--- src/hdl/mvt_pkg.sv ---
// ---------------------------------------------------------------------------
// mvt_pkg
// Types and constants shared by the matrix vertex transform block.
// ---------------------------------------------------------------------------
`default_nettype none

package mvt_pkg;

	localparam int DATA_W = 32;
	localparam int PROD_W = 2 * DATA_W;
	localparam int ACC_W  = PROD_W + 2;
	localparam int IDX_W  = 4;

	localparam logic [2:0] OP_WR_COEF   = 3'd0;
	localparam logic [2:0] OP_IDENTITY  = 3'd1;
	localparam logic [2:0] OP_ZERO      = 3'd2;
	localparam logic [2:0] OP_CONCAT    = 3'd3;
	localparam logic [2:0] OP_XFORM_PT  = 3'd4;
	localparam logic [2:0] OP_XFORM_DIR = 3'd5;

	localparam logic [DATA_W-1:0] SAT_MAX = 32'h7FFF_FFFF;
	localparam logic [DATA_W-1:0] SAT_MIN = 32'h8000_0000;

	typedef struct packed {
		logic [2:0]               op;
		logic [3:0]               coef_index;
		logic signed [DATA_W-1:0] coef_value;
		logic signed [DATA_W-1:0] in_x;
		logic signed [DATA_W-1:0] in_y;
		logic signed [DATA_W-1:0] in_z;
	} item_t;

	typedef struct packed {
		logic signed [DATA_W-1:0] out_x;
		logic signed [DATA_W-1:0] out_y;
		logic signed [DATA_W-1:0] out_z;
		logic                     clipped;
	} result_t;

	// one product term entering the multiply-accumulate pipe
	typedef struct packed {
		logic             valid;
		logic             first;
		logic             last;
		logic [IDX_W-1:0] dest;
	} term_t;

	// one finished dot product
	typedef struct packed {
		logic              valid;
		logic [IDX_W-1:0]  dest;
		logic [DATA_W-1:0] value;
		logic              sat;
	} dot_t;

	typedef enum logic [1:0] {
		ST_IDLE,
		ST_ISSUE,
		ST_DRAIN,
		ST_DELIVER
	} state_t;

endpackage

`default_nettype wire

--- src/hdl/mvt_ram.sv ---
// ---------------------------------------------------------------------------
// mvt_ram
// Generic single-write, single-read synchronous RAM, registered read.
// ---------------------------------------------------------------------------
`default_nettype none

module mvt_ram #(
	parameter int WIDTH = 32,
	parameter int DEPTH = 16
) (
	input  wire logic                     clk,
	input  wire logic                     we,
	input  wire logic [$clog2(DEPTH)-1:0] waddr,
	input  wire logic [WIDTH-1:0]         wdata,
	input  wire logic [$clog2(DEPTH)-1:0] raddr,
	output logic      [WIDTH-1:0]         rdata
);

	logic [WIDTH-1:0] mem [DEPTH];

	always_ff @(posedge clk) begin
		if (we) begin
			mem[waddr] <= wdata;
		end
		rdata <= mem[raddr];
	end

endmodule

`default_nettype wire

--- src/hdl/mvt_mac.sv ---
// ---------------------------------------------------------------------------
// mvt_mac
// Shared multiply-accumulate pipe: one 32x32 product per cycle, exact
// four-term sum, round half up, saturate to 32 bits.
// ---------------------------------------------------------------------------
`default_nettype none

module mvt_mac
	import mvt_pkg::*;
#(
	parameter int FRAC_BITS = 16
) (
	input  wire logic                     clk,
	input  wire logic                     arst_n,
	input  wire term_t                    term,
	input  wire logic signed [DATA_W-1:0] a,
	input  wire logic signed [DATA_W-1:0] b,
	output dot_t                          dot,
	output logic                          busy
);

	localparam logic signed [ACC_W-1:0] HALF = ACC_W'(1) <<< (FRAC_BITS - 1);

	term_t                    ctl_s2;
	term_t                    ctl_s3;
	logic signed [PROD_W-1:0] prod_s2;
	logic signed [ACC_W-1:0]  acc_s3;
	logic signed [ACC_W-1:0]  acc_base;
	logic signed [ACC_W-1:0]  shifted;
	logic [ACC_W-DATA_W:0]    upper;
	logic                     fits;

	always_ff @(posedge clk or negedge arst_n) begin
		if (!arst_n) begin
			ctl_s2 <= '0;
			ctl_s3 <= '0;
		end else begin
			ctl_s2 <= term;
			ctl_s3 <= ctl_s2;
		end
	end

	always_ff @(posedge clk) begin
		prod_s2 <= a * b;
		if (ctl_s2.valid) begin
			acc_s3 <= acc_base + ACC_W'(prod_s2);
		end
	end

	assign acc_base = ctl_s2.first ? HALF : acc_s3;
	assign shifted  = acc_s3 >>> FRAC_BITS;
	assign upper    = shifted[ACC_W-1:DATA_W-1];
	assign fits     = (&upper) | ~(|upper);

	always_comb begin
		dot.valid = ctl_s3.valid && ctl_s3.last;
		dot.dest  = ctl_s3.dest;
		dot.sat   = !fits;
		if (fits) begin
			dot.value = shifted[DATA_W-1:0];
		end else if (shifted[ACC_W-1]) begin
			dot.value = SAT_MIN;
		end else begin
			dot.value = SAT_MAX;
		end
	end

	assign busy = ctl_s2.valid || ctl_s3.valid;

endmodule

`default_nettype wire

--- src/hdl/matrix_vertex_transform.sv ---
// ---------------------------------------------------------------------------
// matrix_vertex_transform
// 4x4 Q16.16 matrix unit: operand load, identity, zero, concatenate, and
// point / direction transform through the current matrix.
// ---------------------------------------------------------------------------
//  channel | dir | handshake              | payload
//  item    | in  | item_valid/item_stall  | item_t   (op, coef, vector)
//  result  | out | result_valid/result_stall | result_t (x, y, z, clipped)
//
//  Coefficient write, identity, zero and unused ops leave the item channel free.
//  Transform and concatenate stall items through issue, drain and (transform only) deliver.
//  One product per cycle from the shared multiplier, 4 per output element.
//  Current matrix is double-banked in one RAM; concatenate writes the idle bank.
//  Reset needs no clearing pass: bank flags and operand valid bits give
//  reset values. A waiting result only holds off the next transform's delivery.
// ---------------------------------------------------------------------------
`default_nettype none

module matrix_vertex_transform
	import mvt_pkg::*;
#(
	parameter int FRAC_BITS = 16
) (
	input  wire logic    clk,
	input  wire logic    arst_n,
	input  wire logic    item_valid,
	output logic         item_stall,
	input  wire item_t   item,
	output logic         result_valid,
	input  wire logic    result_stall,
	output result_t      result
);

	localparam logic [DATA_W-1:0] ONE = DATA_W'(64'd1 << FRAC_BITS);

	state_t state_q, state_d;

	logic                    in_xfer;
	logic                    issue;
	logic                    last_issue;
	logic                    load_out;
	logic                    flip;
	logic [5:0]              cnt_q;
	logic                    concat_q;
	logic                    point_q;
	logic [DATA_W-1:0]       vec_q [3];
	logic                    bank_q;
	logic [1:0]              full_q;
	logic                    base_id_q;
	logic [15:0]             opv_q;
	logic [DATA_W-1:0]       res_q [3];
	logic                    clip_q;
	result_t                 out_q;
	logic                    out_valid_q;

	logic [IDX_W-1:0]        cur_idx;
	logic [IDX_W-1:0]        opnd_idx;
	logic [IDX_W-1:0]        cur_idx_s1;
	logic [IDX_W-1:0]        opnd_idx_s1;
	logic [1:0]              k_s1;
	term_t                   term_s1;
	logic [DATA_W-1:0]       cur_rdata;
	logic [DATA_W-1:0]       opnd_rdata;
	logic signed [DATA_W-1:0] a_s1;
	logic signed [DATA_W-1:0] b_s1;
	dot_t                    dot;
	logic                    mac_busy;

	assign in_xfer = item_valid && !item_stall;

	// sequencer
	always_ff @(posedge clk or negedge arst_n) begin
		if (!arst_n) begin
			state_q <= ST_IDLE;
		end else begin
			state_q <= state_d;
		end
	end

	always_comb begin
		state_d    = state_q;
		item_stall = 1'b1;
		issue      = 1'b0;
		last_issue = 1'b0;
		load_out   = 1'b0;
		flip       = 1'b0;
		case (state_q)
			ST_IDLE: begin
				item_stall = 1'b0;
				if (item_valid && (item.op == OP_CONCAT || item.op == OP_XFORM_PT ||
						item.op == OP_XFORM_DIR)) begin
					state_d = ST_ISSUE;
				end
			end
			ST_ISSUE: begin
				issue      = 1'b1;
				last_issue = concat_q ? (cnt_q == 6'd63) : (cnt_q == 6'd11);
				if (last_issue) begin
					state_d = ST_DRAIN;
				end
			end
			ST_DRAIN: begin
				if (!term_s1.valid && !mac_busy) begin
					if (concat_q) begin
						flip    = 1'b1;
						state_d = ST_IDLE;
					end else begin
						state_d = ST_DELIVER;
					end
				end
			end
			ST_DELIVER: begin
				if (!out_valid_q || !result_stall) begin
					load_out = 1'b1;
					state_d  = ST_IDLE;
				end
			end
			default: begin
				state_d = ST_IDLE;
			end
		endcase
	end

	// control registers
	always_ff @(posedge clk or negedge arst_n) begin
		if (!arst_n) begin
			cnt_q       <= '0;
			concat_q    <= 1'b0;
			point_q     <= 1'b0;
			bank_q      <= 1'b0;
			full_q      <= '0;
			base_id_q   <= 1'b1;
			opv_q       <= '0;
			out_valid_q <= 1'b0;
			term_s1     <= '0;
		end else begin
			term_s1.valid <= issue;
			term_s1.first <= cnt_q[1:0] == 2'd0;
			term_s1.last  <= cnt_q[1:0] == 2'd3;
			term_s1.dest  <= cnt_q[5:2];
			if (in_xfer) begin
				cnt_q    <= '0;
				concat_q <= item.op == OP_CONCAT;
				point_q  <= item.op == OP_XFORM_PT;
				case (item.op)
					OP_WR_COEF: begin
						opv_q[item.coef_index] <= 1'b1;
					end
					OP_IDENTITY: begin
						full_q[bank_q] <= 1'b0;
						base_id_q      <= 1'b1;
					end
					OP_ZERO: begin
						full_q[bank_q] <= 1'b0;
						base_id_q      <= 1'b0;
					end
					default: begin
					end
				endcase
			end else if (issue) begin
				cnt_q <= cnt_q + 6'd1;
			end
			if (flip) begin
				bank_q          <= ~bank_q;
				full_q[~bank_q] <= 1'b1;
			end
			if (load_out) begin
				out_valid_q <= 1'b1;
			end else if (result_valid && !result_stall) begin
				out_valid_q <= 1'b0;
			end
		end
	end

	// payload registers
	always_ff @(posedge clk) begin
		if (in_xfer) begin
			vec_q[0] <= item.in_x;
			vec_q[1] <= item.in_y;
			vec_q[2] <= item.in_z;
			clip_q   <= 1'b0;
		end
		k_s1        <= cnt_q[1:0];
		cur_idx_s1  <= cur_idx;
		opnd_idx_s1 <= opnd_idx;
		if (dot.valid && !concat_q) begin
			res_q[dot.dest[1:0]] <= dot.value;
			clip_q               <= clip_q | dot.sat;
		end
		if (load_out) begin
			out_q.out_x   <= res_q[0];
			out_q.out_y   <= res_q[1];
			out_q.out_z   <= res_q[2];
			out_q.clipped <= clip_q;
		end
	end

	// element (r, c) sits at c*4+r
	assign cur_idx  = {cnt_q[1:0], cnt_q[3:2]};
	assign opnd_idx = {cnt_q[5:4], cnt_q[1:0]};

	mvt_ram #(
		.WIDTH(DATA_W),
		.DEPTH(32)
	) u_cur_ram (
		.clk  (clk),
		.we   (dot.valid && concat_q),
		.waddr({~bank_q, dot.dest}),
		.wdata(dot.value),
		.raddr({bank_q, cur_idx}),
		.rdata(cur_rdata)
	);

	mvt_ram #(
		.WIDTH(DATA_W),
		.DEPTH(16)
	) u_opnd_ram (
		.clk  (clk),
		.we   (in_xfer && item.op == OP_WR_COEF),
		.waddr(item.coef_index),
		.wdata(item.coef_value),
		.raddr(opnd_idx),
		.rdata(opnd_rdata)
	);

	always_comb begin
		if (full_q[bank_q]) begin
			b_s1 = cur_rdata;
		end else if (base_id_q && cur_idx_s1[3:2] == cur_idx_s1[1:0]) begin
			b_s1 = ONE;
		end else begin
			b_s1 = '0;
		end
		if (concat_q) begin
			a_s1 = opv_q[opnd_idx_s1] ? opnd_rdata : '0;
		end else begin
			case (k_s1)
				2'd0:    a_s1 = vec_q[0];
				2'd1:    a_s1 = vec_q[1];
				2'd2:    a_s1 = vec_q[2];
				default: a_s1 = point_q ? ONE : '0;
			endcase
		end
	end

	mvt_mac #(
		.FRAC_BITS(FRAC_BITS)
	) u_mac (
		.clk   (clk),
		.arst_n(arst_n),
		.term  (term_s1),
		.a     (a_s1),
		.b     (b_s1),
		.dot   (dot),
		.busy  (mac_busy)
	);

	assign result_valid = out_valid_q;
	assign result       = out_q;

endmodule

`default_nettype wire

--- config.mk ---
export PLATFORM = sky130hd
export DESIGN_NAME = matrix_vertex_transform
export DESIGN_NICKNAME = d
export VERILOG_FILES = /design/src/hdl/mvt_pkg.sv /design/src/hdl/mvt_ram.sv /design/src/hdl/mvt_mac.sv /design/src/hdl/matrix_vertex_transform.sv
export SDC_FILE = /design/constraint.sdc
export NUM_CORES = 2
export LEC_CHECK = 0
export ABC_AREA = 1
export BUFFER_PORTS_ARGS = -buffer_cell sky130_fd_sc_hd__buf_4
export CAP_MARGIN = 20
export CORE_ASPECT_RATIO = 1.75
export CORE_UTILIZATION = 50
export CTS_CLUSTER_DIAMETER = 120
export DETAILED_ROUTE_END_ITERATION = 8
export MAX_ROUTING_LAYER = met4
export PLACE_DENSITY = 0.78
export SYNTH_ARGS = -nofsm -noshare
export SYNTH_HDL_FRONTEND = slang
export SYNTH_SLANG_ARGS = --single-unit
--- constraint.sdc ---
create_clock -name clk -period 8.8 [get_ports clk]
set_clock_uncertainty 0.05 [all_clocks]
set_input_delay 1.32 -clock clk [delete_from_list [all_inputs] [get_ports clk]]
set_output_delay 1.32 -clock clk [all_outputs]
set_load 0.01 [all_outputs]
==> impl_metrics.tcl <==
set metrics [dict create \
    ctsLongestPathBuffers 4 \
    setup_viol 0 \
    vias 89975 \
    grt_pass1_wl_um 651000 \
    synth.distinct_cells 51 \
    drt_pre_antenna_iters 6 \
    layout.area.seq_um2 60800 \
    crit_top_cell "fa_1" \
    wl_um 467000 \
    drive_above_1_share 0.128 \
    num_rows 237 \
    cts-buffers-inserted 186 \
    die_y_um 649 \
    grt_pass1_vias 92543 \
    post_synth.cell_area_avg_um2 10.9 \
    grt_overflow 0 \
    insertion_delay_ns 0.88 \
    cts.htree.levels 4 \
    root_buffer "clkbuf_16" \
    wl_per_cell_um 31.3 \
    ys_warn_count 0 \
    area_growth_pct 14.3 \
    async_reset_ff_frac 0.0246 \
    drc_errors 0 \
    globalplace.congestion 1.07 \
    crit_type "flop to flop" \
    drv_slew 0 \
    numPortBuffers 237 \
    antenna_found_initial 35 \
    gr-usage-all-layers 0.398 \
    cp-start-kind "flop" \
    period_share 0.984 \
    dr_wl_met2_um 237000 \
    synth_seq_cells 2077 \
    outcome "finished, final reports clean" \
    hold_path.class "flop to flop" \
    netlist_area_um2 119000 \
    final_common_cell "edfxtp_1" \
    die-area_um2 241000 \
    routedLengthMet1_um 144000 \
    via_per_inst 6.02 \
    drt_iter0_markers 9431 \
    cts.clk_slew.worst_paths_ns 0.07 \
    start_util 0.502 \
    cp.required_ns 9.42 \
    clock.fmax_ghz 0.115 \
    place_hpwl_um 343000 \
    synthCells 10993 \
    cts_hold_buf 0 \
    slew_headroom 0.244 \
    drv_cap 0 \
    arrival_ns 9.28 \
    multi_input_area_um2 51700 \
    max_stage_delay_ns 0.65 \
    cp-end-kind "flop" \
    top_layer_used "met4" \
    synthesis.nets 12466 \
    hold_viol 0 \
    core_um2 238000 \
    synth_edf_count 1892 \
    final_cell_mix "edfxtp_1, nand2_1, inv_1" \
    io_pins 238 \
    final.setup.tns_ns 0 \
    cp_slowest_cell "fa_1" \
    crit_path_max_fanout 11 \
    fp.dieW_um 372 \
    period_needed_ns 8.66 \
    worstMarginPinSlew_ns 1.13 \
    fill_cells 19625 \
    wl_met3_um 37600 \
    grt_max_degree 193 \
    cts_tree "done" \
    nets 13136 \
    ant_nets 0 \
    synth_flop_cell "edfxtp_1" \
    synth_seq_area_share 0.509 \
    clock_sinks 2077 \
]
-- logic make-up (layout without fill, tap and decap cells) --
family | Yosys count | after routing | share of synthesized area
AOI/OAI and AO/OA | 1868 | 1868 | 0.0887
xor gates and xnor gates | 80 | 80 | 0.00586
adders and majority gates | 1334 | 1334 | 0.208
buffers and inverters | 1992 | 2810 | 0.0651
DFF | 2077 | 2077 | 0.509
other | 0 | 28 | 0
and+or+nand+nor | 3642 | 3642 | 0.124
-- registers in the layout, summed over array words and instances, names as in the netlist, 32 cells and up --
register and flops:
u_mac.prod_s2 64, result 97, vec_q 96, u_cur_ram.mem 1024
u_cur_ram.rdata 32, res_q 96, u_mac.acc_s3 66, u_opnd_ram.mem 512
u_opnd_ram.rdata 32
-- worst max-delay path: cells and delay by family (launching register included) --
kind | cells | cell delay, ns
DFF | 1 | 0.37
and+or+nand+nor | 15 | 2.67
adders and majority gates | 9 | 4.32
buffers and inverters | 8 | 1.06
-- stage by stage --
stage          hold slack, ns  instances   util  setup WS [ns]  area [um^2]
3_5_place_dp            0.285      14577  0.547         -0.621       130000
3_3_place_gp            0.282      14577  0.547         -0.554       130000
2_1_floorplan           0.281      10993      -          0.828       119000
5_1_grt                 0.314      14940  0.574       -0.00520       137000
4_1_cts                 0.302      14913  0.573         0.0474       136000
6_report                0.301      14946  0.574          0.139       137000
-- cell type report --
| cell class | count | area share |
|---|---|---|
| diodes | 28 | 0.000513 |
| clock buffers | 233 | 0.0369 |
| clock inverters | 103 | 0.00750 |
| inverters | 1488 | 0.0411 |
| multi-input cells | 6924 | 0.378 |
| flip-flops and latches | 2077 | 0.445 |
| well taps | 3107 | 0.0285 |
| repair buffers | 986 | 0.0623 |
-- layer usage --
layer  vias to the layer above  global-route usage
met3                      1779              0.0641
met1                     44775               0.407
met2                      5593               0.668
met5                         -                   -
met4                         0               0.327
li1                      37828                   -
-- cells in the mapped netlist, drive strengths merged, types with 33 or more instances --
master | number | share of area
a21oi | 591 | 0.025
a221oi | 101 | 0.0074
buf | 167 | 0.0078
clkbuf | 337 | 0.011
dfrtp | 50 | 0.010
dfxtp | 134 | 0.022
edfxtp | 1892 | 0.48
fa | 1083 | 0.18
ha | 251 | 0.026
inv | 1478 | 0.046
nand2 | 1810 | 0.058
nand3 | 314 | 0.016
nand4 | 69 | 0.0036
nor2 | 1373 | 0.043
nor3 | 33 | 0.0014
o211ai | 73 | 0.0046
o21ai | 781 | 0.033
o221ai | 38 | 0.0028
o22ai | 160 | 0.0084
xor2 | 69 | 0.0051
-- path summary, 6_finish.rpt --
| path | start | to | slack (ns) | cells after the start |
|---|---|---|---|---|
| setup / recovery | opnd_idx_s1[1] | u_mac.prod_s2[42] | 0.14 | 32 |
| hold / removal | term_s1[5] | u_mac.ctl_s2[5] | 0.30 | 0 |
| setup reg to reg | opnd_idx_s1[1] | u_mac.prod_s2[42] | 0.14 | 32 |
| hold reg to reg | term_s1[5] | u_mac.ctl_s2[5] | 0.30 | 0 |
| max in group asynchronous | arst_n | cnt_q[2] | 7.67 | 1 |
| min in group asynchronous | arst_n | term_s1[3] | 0.47 | 1 |
-- what timing repair did --
action                                  4_1_cts  5_1_grt
gates cloned                                  0        1
buffers inserted                              0        4
pin swaps                                     0        3
gates resized for setup                      25       62
endpoints found under the setup margin       43       35
Power is left out: the tool's default activity adds up to more than one toggle a clock period on the data nets, which glitch-free logic cannot reach.
